## config.mk

```make
export PLATFORM = sky130hd
export DESIGN_NAME = gamepad_control_event_detector_top
export DESIGN_NICKNAME = d
export VERILOG_FILES = /design/src/hdl/gced_pkg.sv /design/src/hdl/gamepad_control_event_detector_top.sv
export SDC_FILE = /design/constraint.sdc
export NUM_CORES = 2
export LEC_CHECK = 0
export BUFFER_PORTS_ARGS = -buffer_cell sky130_fd_sc_hd__buf_2
export CORE_ASPECT_RATIO = 1.1
export CORE_MARGIN = 2
export CORE_UTILIZATION = 55
export DETAILED_ROUTE_END_ITERATION = 6
export GPL_ROUTABILITY_DRIVEN = 0
export GPL_TIMING_DRIVEN = 0
export PLACE_DENSITY = 0.83
export SYNTH_ARGS = -nofsm -noshare
export SYNTH_HDL_FRONTEND = slang
export SYNTH_SLANG_ARGS = --single-unit
```

## constraint.sdc

```tcl
create_clock -name i_clk -period 12.3 [get_ports i_clk]
set_input_delay 3.69 -clock i_clk [delete_from_list [all_inputs] [get_ports i_clk]]
set_output_delay 3.69 -clock i_clk [all_outputs]
set_load 0.005 [all_outputs]
```

## src/hdl/gced_pkg.sv

```systemverilog
`default_nettype none
// ----------------------------------------------------------------------------
// gced_pkg
// Shared types and constants for the gamepad control event detector.
// ----------------------------------------------------------------------------
package gced_pkg;

    localparam int AXIS_COUNT = 8;
    localparam int AXIS_W     = 16;
    localparam int HAT_W      = 16;
    localparam int KIND_W     = 2;
    localparam int INDEX_W    = 6;
    localparam int DIR_W      = 2;
    localparam int CFG_IDX_W  = 3;
    localparam int CFG_DATA_W = 16;
    localparam int BTN_CNT_W  = 7;
    localparam int HAT_CNT_W  = 3;
    localparam int BAND_W     = 15;
    localparam int IN_DATA_W  = 256;
    localparam int OUT_DATA_W = 8;

    // event kinds
    localparam logic [KIND_W-1:0] KIND_NONE   = 2'd0;
    localparam logic [KIND_W-1:0] KIND_BUTTON = 2'd1;
    localparam logic [KIND_W-1:0] KIND_HAT    = 2'd2;
    localparam logic [KIND_W-1:0] KIND_AXIS   = 2'd3;

    // directions
    localparam logic [DIR_W-1:0] DIR_UP    = 2'd0;
    localparam logic [DIR_W-1:0] DIR_RIGHT = 2'd1;
    localparam logic [DIR_W-1:0] DIR_DOWN  = 2'd2;
    localparam logic [DIR_W-1:0] DIR_LEFT  = 2'd3;
    localparam logic [DIR_W-1:0] DIR_PLUS  = 2'd0;
    localparam logic [DIR_W-1:0] DIR_MINUS = 2'd1;

    // hat angles, hundredths of a degree
    localparam logic [HAT_W-1:0] ANG_UP    = 16'd0;
    localparam logic [HAT_W-1:0] ANG_RIGHT = 16'd9000;
    localparam logic [HAT_W-1:0] ANG_DOWN  = 16'd18000;
    localparam logic [HAT_W-1:0] ANG_LEFT  = 16'd27000;

    // register reset values
    localparam logic [AXIS_W-1:0] CENTER_RST = 16'h7fff;
    localparam logic [BAND_W-1:0] BAND_RST   = 15'h1000;
    localparam logic [BAND_W-1:0] TRIP_RST   = 15'h4000;

    typedef enum logic [CFG_IDX_W-1:0] {
        CFG_BUTTON_COUNT  = 3'd0,
        CFG_HAT_COUNT     = 3'd1,
        CFG_AXIS_CENTER   = 3'd2,
        CFG_REARM_BAND    = 3'd3,
        CFG_TRIP_DISTANCE = 3'd4
    } t_cfg_idx;

endpackage : gced_pkg
`default_nettype wire

```

## src/hdl/gamepad_control_event_detector_top.sv

```systemverilog
`default_nettype none
// ----------------------------------------------------------------------------
// gamepad_control_event_detector_top
// An input beat is registered in the input reg, then in the result reg, and leaves as a result beat.
// Throughput: one beat per cycle while m_axis_tready does not stall; one result beat per input beat.
// Rate is set by the single-pass decode of button/hat/axis priority.
// Reset (sync, active low) clears valids, arm flags and counts, and loads center, band and trip defaults.
// ----------------------------------------------------------------------------
module gamepad_control_event_detector_top #(
    parameter int MAX_BUTTONS = 64,
    parameter int MAX_HATS    = 4
) (
    input  wire logic                                 i_clk,
    input  wire logic                                 i_rst_n,
    // config write channel
    input  wire logic                                 i_cfg_valid,
    output logic                                      o_cfg_ready,
    input  wire logic [gced_pkg::CFG_IDX_W-1:0]       i_cfg_index,
    input  wire logic [gced_pkg::CFG_DATA_W-1:0]      i_cfg_data,
    // sample stream
    input  wire logic                                 s_axis_tvalid,
    output logic                                      s_axis_tready,
    // [63:0] button_bits, [127:64] hat_angles, [143:128] axis_x,
    // [159:144] axis_y, [175:160] axis_z, [191:176] axis_rx,
    // [207:192] axis_ry, [223:208] axis_rz, [239:224] slider_one,
    // [255:240] slider_two
    input  wire logic [gced_pkg::IN_DATA_W-1:0]       s_axis_tdata,
    // [0] sample_valid
    input  wire logic                                 s_axis_tuser,
    // event stream
    output logic                                      m_axis_tvalid,
    input  wire logic                                 m_axis_tready,
    // [5:0] event_index, [7:6] event_direction
    output logic [gced_pkg::OUT_DATA_W-1:0]           m_axis_tdata,
    // [1:0] event_kind
    output logic [gced_pkg::KIND_W-1:0]               m_axis_tuser
);
    import gced_pkg::*;

    // config registers
    logic [BTN_CNT_W-1:0] r_button_count;
    logic [HAT_CNT_W-1:0] r_hat_count;
    logic [AXIS_W-1:0]    r_axis_center;
    logic [BAND_W-1:0]    r_rearm_band;
    logic [BAND_W-1:0]    r_trip_distance;

    assign o_cfg_ready = 1'b1;

    always_ff @(posedge i_clk) begin
        if (!i_rst_n) begin
            r_button_count  <= '0;
            r_hat_count     <= '0;
            r_axis_center   <= CENTER_RST;
            r_rearm_band    <= BAND_RST;
            r_trip_distance <= TRIP_RST;
        end else if (i_cfg_valid) begin
            case (t_cfg_idx'(i_cfg_index))
                CFG_BUTTON_COUNT:  r_button_count  <= i_cfg_data[BTN_CNT_W-1:0];
                CFG_HAT_COUNT:     r_hat_count     <= i_cfg_data[HAT_CNT_W-1:0];
                CFG_AXIS_CENTER:   r_axis_center   <= i_cfg_data[AXIS_W-1:0];
                CFG_REARM_BAND:    r_rearm_band    <= i_cfg_data[BAND_W-1:0];
                CFG_TRIP_DISTANCE: r_trip_distance <= i_cfg_data[BAND_W-1:0];
                default: ;
            endcase
        end
    end

    // input register stage
    logic                         r_in_vld;
    logic                         r_in_sv;
    logic [MAX_BUTTONS-1:0]       r_btn;
    logic [MAX_HATS*HAT_W-1:0]    r_hat;
    logic [AXIS_W-1:0]            r_axis [AXIS_COUNT];

    // result register stage
    logic                         r_out_vld;
    logic [KIND_W-1:0]            r_out_kind;
    logic [INDEX_W-1:0]           r_out_index;
    logic [DIR_W-1:0]             r_out_dir;
    logic [AXIS_COUNT-1:0]        r_armed;

    logic adv;
    assign adv           = r_in_vld && (!r_out_vld || m_axis_tready);
    assign s_axis_tready = !r_in_vld || adv;

    always_ff @(posedge i_clk) begin
        if (!i_rst_n) begin
            r_in_vld <= 1'b0;
        end else if (s_axis_tready) begin
            r_in_vld <= s_axis_tvalid;
        end
    end

    always_ff @(posedge i_clk) begin
        if (s_axis_tvalid && s_axis_tready) begin
            r_in_sv <= s_axis_tuser;
            r_btn   <= s_axis_tdata[MAX_BUTTONS-1:0];
            r_hat   <= s_axis_tdata[64 +: MAX_HATS*HAT_W];
            for (int a = 0; a < AXIS_COUNT; a++) begin
                r_axis[a] <= s_axis_tdata[128 + AXIS_W*a +: AXIS_W];
            end
        end
    end

    // buttons: lowest pressed among the configured count
    logic [MAX_BUTTONS-1:0] btn_m;
    logic [MAX_BUTTONS-1:0] btn_lsb;
    logic                   btn_hit;
    logic [INDEX_W-1:0]     btn_idx;

    always_comb begin
        btn_idx = '0;
        for (int i = 0; i < MAX_BUTTONS; i++) begin
            btn_m[i] = r_btn[i] && (BTN_CNT_W'(i) < r_button_count);
        end
        btn_lsb = btn_m & (-btn_m);
        btn_hit = |btn_m;
        for (int i = 0; i < MAX_BUTTONS; i++) begin
            if (btn_lsb[i]) begin
                btn_idx = btn_idx | INDEX_W'(i);
            end
        end
    end

    // hats: first one sitting exactly on a cardinal direction
    logic               hat_hit;
    logic [INDEX_W-1:0] hat_idx;
    logic [DIR_W-1:0]   hat_dir;
    logic [HAT_W-1:0]   ang;

    always_comb begin
        hat_hit = 1'b0;
        hat_idx = '0;
        hat_dir = DIR_UP;
        ang     = '0;
        for (int i = 0; i < MAX_HATS; i++) begin
            ang = r_hat[HAT_W*i +: HAT_W];
            if (!hat_hit && (HAT_CNT_W'(i) < r_hat_count)) begin
                if (ang == ANG_UP || ang == ANG_RIGHT || ang == ANG_DOWN ||
                    ang == ANG_LEFT) begin
                    hat_hit = 1'b1;
                    hat_idx = INDEX_W'(i);
                    if (ang == ANG_UP)         hat_dir = DIR_UP;
                    else if (ang == ANG_RIGHT) hat_dir = DIR_RIGHT;
                    else if (ang == ANG_DOWN)  hat_dir = DIR_DOWN;
                    else                       hat_dir = DIR_LEFT;
                end
            end
        end
    end

    // axes: hysteresis compares, all on unsigned 17-bit sums so no negatives
    logic [AXIS_W:0]       c_plus_band;
    logic [AXIS_W:0]       c_plus_trip;
    logic [AXIS_W:0]       v_plus_band;
    logic [AXIS_W:0]       v_plus_trip;
    logic [AXIS_W:0]       v_ext;
    logic                  arm_now;
    logic                  ax_hit;
    logic [INDEX_W-1:0]    ax_idx;
    logic [DIR_W-1:0]      ax_dir;
    logic [AXIS_COUNT-1:0] ax_armed;

    always_comb begin
        c_plus_band = {1'b0, r_axis_center} + {2'b0, r_rearm_band};
        c_plus_trip = {1'b0, r_axis_center} + {2'b0, r_trip_distance};
        ax_hit      = 1'b0;
        ax_idx      = '0;
        ax_dir      = DIR_PLUS;
        ax_armed    = r_armed;
        v_ext       = '0;
        v_plus_band = '0;
        v_plus_trip = '0;
        arm_now     = 1'b0;
        for (int i = 0; i < AXIS_COUNT; i++) begin
            v_ext       = {1'b0, r_axis[i]};
            v_plus_band = v_ext + {2'b0, r_rearm_band};
            v_plus_trip = v_ext + {2'b0, r_trip_distance};
            arm_now     = r_armed[i] ||
                          ((v_plus_band > {1'b0, r_axis_center}) && (v_ext < c_plus_band));
            if (!ax_hit) begin
                ax_armed[i] = arm_now;
                if (arm_now && (v_ext > c_plus_trip)) begin
                    ax_hit      = 1'b1;
                    ax_idx      = INDEX_W'(i);
                    ax_dir      = DIR_PLUS;
                    ax_armed[i] = 1'b0;
                end else if (arm_now && (v_plus_trip < {1'b0, r_axis_center})) begin
                    ax_hit      = 1'b1;
                    ax_idx      = INDEX_W'(i);
                    ax_dir      = DIR_MINUS;
                    ax_armed[i] = 1'b0;
                end
            end
        end
    end

    // final priority select
    logic [KIND_W-1:0]     n_out_kind;
    logic [INDEX_W-1:0]    n_out_index;
    logic [DIR_W-1:0]      n_out_dir;
    logic [AXIS_COUNT-1:0] n_armed;

    always_comb begin
        n_out_kind  = KIND_NONE;
        n_out_index = '0;
        n_out_dir   = '0;
        n_armed     = r_armed;
        if (r_in_sv) begin
            if (btn_hit) begin
                n_out_kind  = KIND_BUTTON;
                n_out_index = btn_idx;
            end else if (hat_hit) begin
                n_out_kind  = KIND_HAT;
                n_out_index = hat_idx;
                n_out_dir   = hat_dir;
            end else begin
                n_armed = ax_armed;
                if (ax_hit) begin
                    n_out_kind  = KIND_AXIS;
                    n_out_index = ax_idx;
                    n_out_dir   = ax_dir;
                end
            end
        end
    end

    always_ff @(posedge i_clk) begin
        if (!i_rst_n) begin
            r_out_vld <= 1'b0;
            r_armed   <= '0;
        end else begin
            if (adv) begin
                r_out_vld <= 1'b1;
                r_armed   <= n_armed;
            end else if (m_axis_tready) begin
                r_out_vld <= 1'b0;
            end
        end
    end

    always_ff @(posedge i_clk) begin
        if (adv) begin
            r_out_kind  <= n_out_kind;
            r_out_index <= n_out_index;
            r_out_dir   <= n_out_dir;
        end
    end

    assign m_axis_tvalid = r_out_vld;
    assign m_axis_tdata  = {r_out_dir, r_out_index};
    assign m_axis_tuser  = r_out_kind;

    // an invalid sample leaves the arm flags alone
    a_invalid_keeps_arm: assert property (@(posedge i_clk) disable iff (!i_rst_n)
        adv && !r_in_sv |=> $stable(r_armed))
        else $error("arm flags changed on invalid sample");

    // a fired axis is disarmed
    a_fire_disarms: assert property (@(posedge i_clk) disable iff (!i_rst_n)
        adv && (n_out_kind == KIND_AXIS) |=> !r_armed[r_out_index[2:0]])
        else $error("fired axis still armed");

    // a button or hat event leaves the arm flags alone
    a_early_stop: assert property (@(posedge i_clk) disable iff (!i_rst_n)
        adv && ((n_out_kind == KIND_BUTTON) || (n_out_kind == KIND_HAT))
        |=> $stable(r_armed))
        else $error("arm flags changed on button or hat event");

    // a held input beat is not dropped
    a_hold_input: assert property (@(posedge i_clk) disable iff (!i_rst_n)
        r_in_vld && !adv |=> r_in_vld)
        else $error("input beat dropped");

endmodule : gamepad_control_event_detector_top
`default_nettype wire

```

# After elaboration in Yosys (flattened, before gate mapping)
# Memory sizes are Yosys's and may differ from the RTL's.
# Cells that the tools add are included.
word_totals:
  mem_count: 1
  ramBits: 128
  latchBits: 0
  mem_bits_ro: 0
  ff_bits: 205
  inputBits: 281
  output_inout_bits: 13
mem_list:
  columns: ["memory", "depth", "width", "read_ports", "rd_ports_with_merged_regs", "wr", "line", "text"]
  rows:
  - ["r_axis", 8, 16, 8, 0, 8, "gamepad_control_event_detector_top.sv:73", "logic [AXIS_W-1:0] r_axis [AXIS_COUNT];"]
op_classes:
  mul: 0
  n_addsub: 19
  muxes: 394
  magnitude_cmp: 100
  n_div: 0
  bitwise_logic: 1
  eq_ne: 35
  shifts: 0
  reduce_logical: 139
ops:
  columns: ["op", "n"]
  rows:
  - ["6-bit two-way mux", 96]
  - ["16-bit by 15-bit adder with 17-bit output", 18]
  - ["2-bit two-way mux", 120]
  - ["6-bit by 7-bit less-than comparator with 1-bit output, first input constant", 32]
  - ["15-bit two-way mux", 10]
  - ["16-bit by 17-bit > comparator with 1-bit output", 8]
  - ["17-bit by 16-bit > comparator with 1-bit output", 8]
  - ["16-bit by 17-bit less-than comparator with 1-bit output", 8]
  - ["17-bit by 16-bit less-than comparator with 1-bit output", 8]
  - ["16-bit by 15-bit == test with 1-bit output, second input constant", 8]
  - ["1-bit two-way mux", 117]
  - ["5-bit by 7-bit less-than comparator with 1-bit output, first input constant", 16]
  - ["1-bit logical AND", 93]
  - ["16-bit two-way mux", 5]
  - ["5-bit two-way mux", 16]
  - ["64-bit bitwise AND", 1]
  - ["16-bit by 14-bit == test with 1-bit output, second input constant", 4]
  - ["16-bit zero test", 4]
  - ["8-bit two-way mux", 8]
  - ["64-bit negator", 1]
  - ["64-bit OR reduction", 1]
  - ["4-bit by 7-bit less-than comparator with 1-bit output, first input constant", 8]
  - ["7-bit two-way mux", 5]
  - ["5-bit AND reduction", 7]
  - ["18 further kinds", 86]

# Depth between registers and ports, before layout
depth:
  depth_word: 69
  ltp_mapped: 24
  ltp_nobuf: 24

# Worst setup path before layout
# Ideal clock, no wire load.
synth_path:
  path_type: "input port to flip-flop"
  from: "input port m_axis_tready"
  to: "memory r_axis[0][0] (enable)"
  required_time_ns: 11.650
  setup_ns: 0.650
  setup_slack_ns: 1.972
  path_buffers: 0
  stages: 3
  arrival_time_ns: 9.679
  path_cell_list: "nor2b_1 nand2_1 and2_1"
synth_rtl:
  columns: ["item", "line", "text"]
  rows:
  - ["from (decl)", "gamepad_control_event_detector_top.sv:32", "input wire logic m_axis_tready,"]
  - ["to (decl)", "gamepad_control_event_detector_top.sv:73", null]

# Worst setup path in the final report
layout_path:
  from: "register r_axis_center[0]"
  to: "register r_out_index[1], data pin"
layout_between:
  elab_chain_cells: 57
  elab_cells_between_ends: 163
layout_rtl:
  columns: ["item", "line", "text"]
  rows:
  - ["from (decl)", "gamepad_control_event_detector_top.sv:43", "logic [AXIS_W-1:0] r_axis_center;"]
  - ["from (signal assigned)", "gamepad_control_event_detector_top.sv:60", "CFG_AXIS_CENTER: r_axis_center <= i_cfg_data[AXIS_W-1:0];"]
  - ["16-bit by 15-bit adder with 17-bit output", "gamepad_control_event_detector_top.sv:165", "c_plus_band = {1'b0, r_axis_center} + {2'b0, r_rearm_band};"]
  - ["16-bit by 17-bit less-than comparator with 1-bit output", "gamepad_control_event_detector_top.sv:180", "((v_plus_band > {1'b0, r_axis_center}) && (v_ext < c_plus_band));"]
  - ["1-bit logical AND", "gamepad_control_event_detector_top.sv:180", null]
  - ["1-bit logical OR", "gamepad_control_event_detector_top.sv:179", "arm_now = r_armed[i] ||"]
  - ["1-bit logical AND", "gamepad_control_event_detector_top.sv:183", "if (arm_now && (v_ext > c_plus_trip)) begin"]
  - ["6-bit two-way mux", "gamepad_control_event_detector_top.sv:183", null]
  - ["6-bit two-way mux", "gamepad_control_event_detector_top.sv:188", "end else if (arm_now && (v_plus_trip < {1'b0, r_axis_center})) begin"]
  - ["6-bit two-way mux", "gamepad_control_event_detector_top.sv:183", null]
  - ["[... 41 more ...]", null, null]
  - ["6-bit two-way mux *", "gamepad_control_event_detector_top.sv:213", "end else if (hat_hit) begin"]
  - ["6-bit two-way mux *", "gamepad_control_event_detector_top.sv:210", "if (btn_hit) begin"]
  - ["6-bit two-way mux *", "gamepad_control_event_detector_top.sv:209", "if (r_in_sv) begin"]
  - ["6-bit two-way mux *", "gamepad_control_event_detector_top.sv:213", null]
  - ["6-bit two-way mux *", "gamepad_control_event_detector_top.sv:210", null]
  - ["6-bit two-way mux *", "gamepad_control_event_detector_top.sv:209", null]
  - ["6-bit two-way mux *", "gamepad_control_event_detector_top.sv:210", null]
  - ["6-bit two-way mux *", "gamepad_control_event_detector_top.sv:209", null]
  - ["to (signal assigned)", "gamepad_control_event_detector_top.sv:245", "r_out_index <= n_out_index;"]
  - ["to (decl)", "gamepad_control_event_detector_top.sv:78", "logic [INDEX_W-1:0] r_out_index;"]
# Mark *: on every way between the ends. The rest lies on a longest branch, timed or not. The select of a mux whose other input is x is not followed.
# A chain may end at the register's enable or synchronous reset.

==> flow_summary.yaml <==
sta:
  clock_skew_ps: 37.13
  fin_crit_sh_pct: 72.81
  fmax_mhz: 111.7
  relSlewSlack_pct: -7.759
  rsz0062_at_grt: "false"
  whs_ps: 501.9
  slew_violations: 72
  setup_viol: 0
  worst_slew_pin_slew_ps: 1614
  final_hold_viol_count: 0
  finalCriticalPeriod_ps: 8956
clock_tree:
  numCtsBuffers: 40
  cts-htree-levels: 2
  clk-insertion-delay-late_ps: 620
  cts_tree: "yes"
  cts_resized: 0
  root_buffer: "clkbuf_16"
  holdBufCountCts: 0
  clkTransAtPathRegs_ps: 80
  post_cts_buffers: 0
  cts.sinks: 333
  cts.path.max_buffers: 3
route:
  viasPerCell: 6.744
  num_vias: 34406
  wl_per_cell_microns: 24.76
  drc: 2
  drt_first_pass_iters: 7
  wl_mm: 126.4
  ant_nets: 0
  drt_iter0_drc: 3841
job:
  maxCapViolCount: 6
layout:
  area_growth_pct: 12.91
  fin_area_sq_um: 40190
  drive_above_1_share_pct: 10.67
  final_common_cell: "ha_1"
  final_core_util_pct: 62.95
  finalNetCount: 5288
  layout_common_cells: "ha_1, a21oi_1, buf_2"
global_routing:
  grt_max_degree: 72
  grt_pass1_wl_mm: 185.7
  track_usage_pct: 36.93
  antenna_found_initial: 12
  grt-ovfl-total: 0
  grt_pass1_vias: 32884
critical_path:
  crit_buf_inv: 1
  endpoint_kind: "flip-flop"
  required_ps: 12630
  critPathKind: "reg2reg"
  cp_max_fo: 16
  r2r_start: "r_axis_center[0]"
  worstSetupStartpoint: "r_axis_center[0]"
  cpMostUsedCell: "a21oi_1"
  cp_top_family: "compound AO/OA/AOI/OAI gates"
  critPathSlowestCell: "dfxtp_1"
  worstPathCellList: "ha_1 > inv_1 > fa_1 > nor2b_1 > o31ai_1 > a2111oi_1 > a221o_1 > a21oi_1 > o21bai_1 > a21oi_1 > xor2_2 > ha_1 > a21o_1 > a21oi_1 > nand4_1 > o21ai_0 > nor2_1 > o21ai_0 > o2111ai_1 > or4b_2 > a31o_2 > o311a_1"
  cp-start-kind: "flip-flop"
  cp_slowest_stage_delay_ps: 1410
  regToRegSetupSlack_ps: 3340
  critPathArrivalTime_ps: 9290
synth:
  postSynthAreaPerCell_sq_um: 9.202
  async_reset_ff_share_pct: 0
  yosysUniqueCellTypes: 96
  synthesis.nets: 4933
  synth_area_leaders: "ha_1, edfxtp_1, a21oi_1, xnor2_1, dfxtp_1"
  synth_simple_gate_area_share_pct: 15.10
  ys_ff_latch: 333
  yosys_warnings: 0
  synth_edf_count: 267
  synth_xor_area_share_pct: 5.660
  synth_top_family_by_area: "adder cells"
  synth_cells: 3868
  synthFlopType: "edfxtp_1"
  seq_area_frac_synth_pct: 26.24
  synth_top_area_share_pct: 26.93
  synth.cell_area_sq_um: 35590
  synth_compound_area_share_pct: 22.40
  synth_top_cell_by_area: "ha_1"
  muxShareOfSynthArea_pct: 0.5097
  synthAdderAreaFrac_pct: 27.94
power:
  vdd_drop_max_v: 0.0001795
  power_density_nw_per_um2: 101.2
  p_leak_nw: 18.57
  power_mw: 4.068
floorplan:
  die_x_microns: 246.5
  num_rows: 97
  start_util_pct: 55.75
  io_pins: 294
  die_h_microns: 270.8
  dieArea_sq_um: 66760
  coreArea_sq_um: 63840
run_status:
  status: "complete, but fails checks"
  failed_checks: "DRC, capacitance limit, slew limit"
worst_hold_path:
  hp-class: "reg2reg"
  timing.hold.worst.start: "r_armed[4]"
place:
  port_buffers: 291
  postPlaceCellArea_sq_um: 38600
  place_hpwl_mm: 91.08
==> cells in the mapped netlist (all sizes together), types with 54 or more instances <==
| cell | number |
|---|---|
| xnor2 | 169 |
| a211oi | 54 |
| edfxtp | 267 |
| nor2 | 229 |
| nor2b | 68 |
| xor2 | 61 |
| nand3 | 125 |
| nand2 | 272 |
| inv | 158 |
| o21ai | 259 |
| dfxtp | 66 |
| o21a | 60 |
| a21o | 116 |
| nand4 | 87 |
| a21oi | 350 |
| o21bai | 70 |
| ha | 766 |
| nor3 | 77 |
==> worst reg2reg max path, stage by stage (launching register included) <==
cell	delay (ps)
dfxtp_1	1410
ha_1	350
inv_1	60
fa_1	420
nor2b_1	220
o31ai_1	150
a2111oi_1	650
a221o_1	310
a21oi_1	140
o21bai_1	150
a21oi_1	110
xor2_2	840
ha_1	420
a21o_1	160
a21oi_1	190
nand4_1	90
o21ai_0	600
nor2_1	100
o21ai_0	480
o2111ai_1	550
or4b_2	880
a31o_2	260
o311a_1	160
==> logic make-up (layout without fill, tap and decap cells) <==
logic type,after synthesis,after routing
buffers and inverters,199,586
DFF,333,333
and+or+nand+nor,1066,1066
adders and majority gates,784,784
other,1,7
xor gates and xnor gates,230,230
muxes,18,18
AOI/OAI and AO/OA,1237,1237
==> state kept, by name (all words and copies together), names as in the netlist <==
| name | count |
|---|---|
| r_axis_center | 16 |
| m_axis_tvalid | 1 |
| r_rearm_band | 15 |
| r_in_vld | 1 |
| r_button_count | 7 |
| r_axis | 128 |
| r_trip_distance | 15 |
| r_out_dir | 2 |
| m_axis_tuser | 2 |
| r_btn | 64 |
| r_in_sv | 1 |
| r_hat | 64 |
| r_out_index | 6 |
| r_armed | 8 |
| r_hat_count | 3 |
==> metal layers <==
layer	up-vias	track usage, %	wire [microns]
li1	15653	-	-
met1	15810	44.51	45110
met2	2215	54.66	51180
met3	716	11.58	17930
met4	12	28.25	12070
met5	-	0	62
==> layout make-up <==
type / count / area [sq um]
multi-input combinational: 3336 / 25670
fill: 5362 / 23650
sequential: 333 / 9341
timing repair buffer: 313 / 1792
clock buffer: 48 / 1135
tap: 841 / 1052
inverter: 158 / 593.1
clock inverter: 26 / 412.9
buffer: 41 / 171.4
antenna: 6 / 15.01
==> stage by stage <==
stage / cells / worst slack, ps / setup TNS [ps]
finish: 5102 / 3344 / 0
global route: 5097 / 3399 / 0
CTS: 5095 / 3873 / 0
detailed placement: 5021 / 3906 / 0
global placement: 5000 / -335.7 / -68580
floorplan: 3868 / 1972 / 0
==> worst paths after layout <==
| check | end | cells past startpoint |
|---|---|---|
| min | r_armed[4] | 2 |
| max reg2reg | r_out_index[1] | 22 |
| max | r_out_index[1] | 22 |
| min reg2reg | r_armed[4] | 2 |
==> power by group <==
group          switching [mW]  internal [mW]  leakage, nW
Clock                   0.550          0.824        0.749
Combinational           0.787          0.522         14.7
Sequential             0.0974           1.29         3.14
Total                    1.43           2.63         18.6
Power figures use the tool's default switching activity.
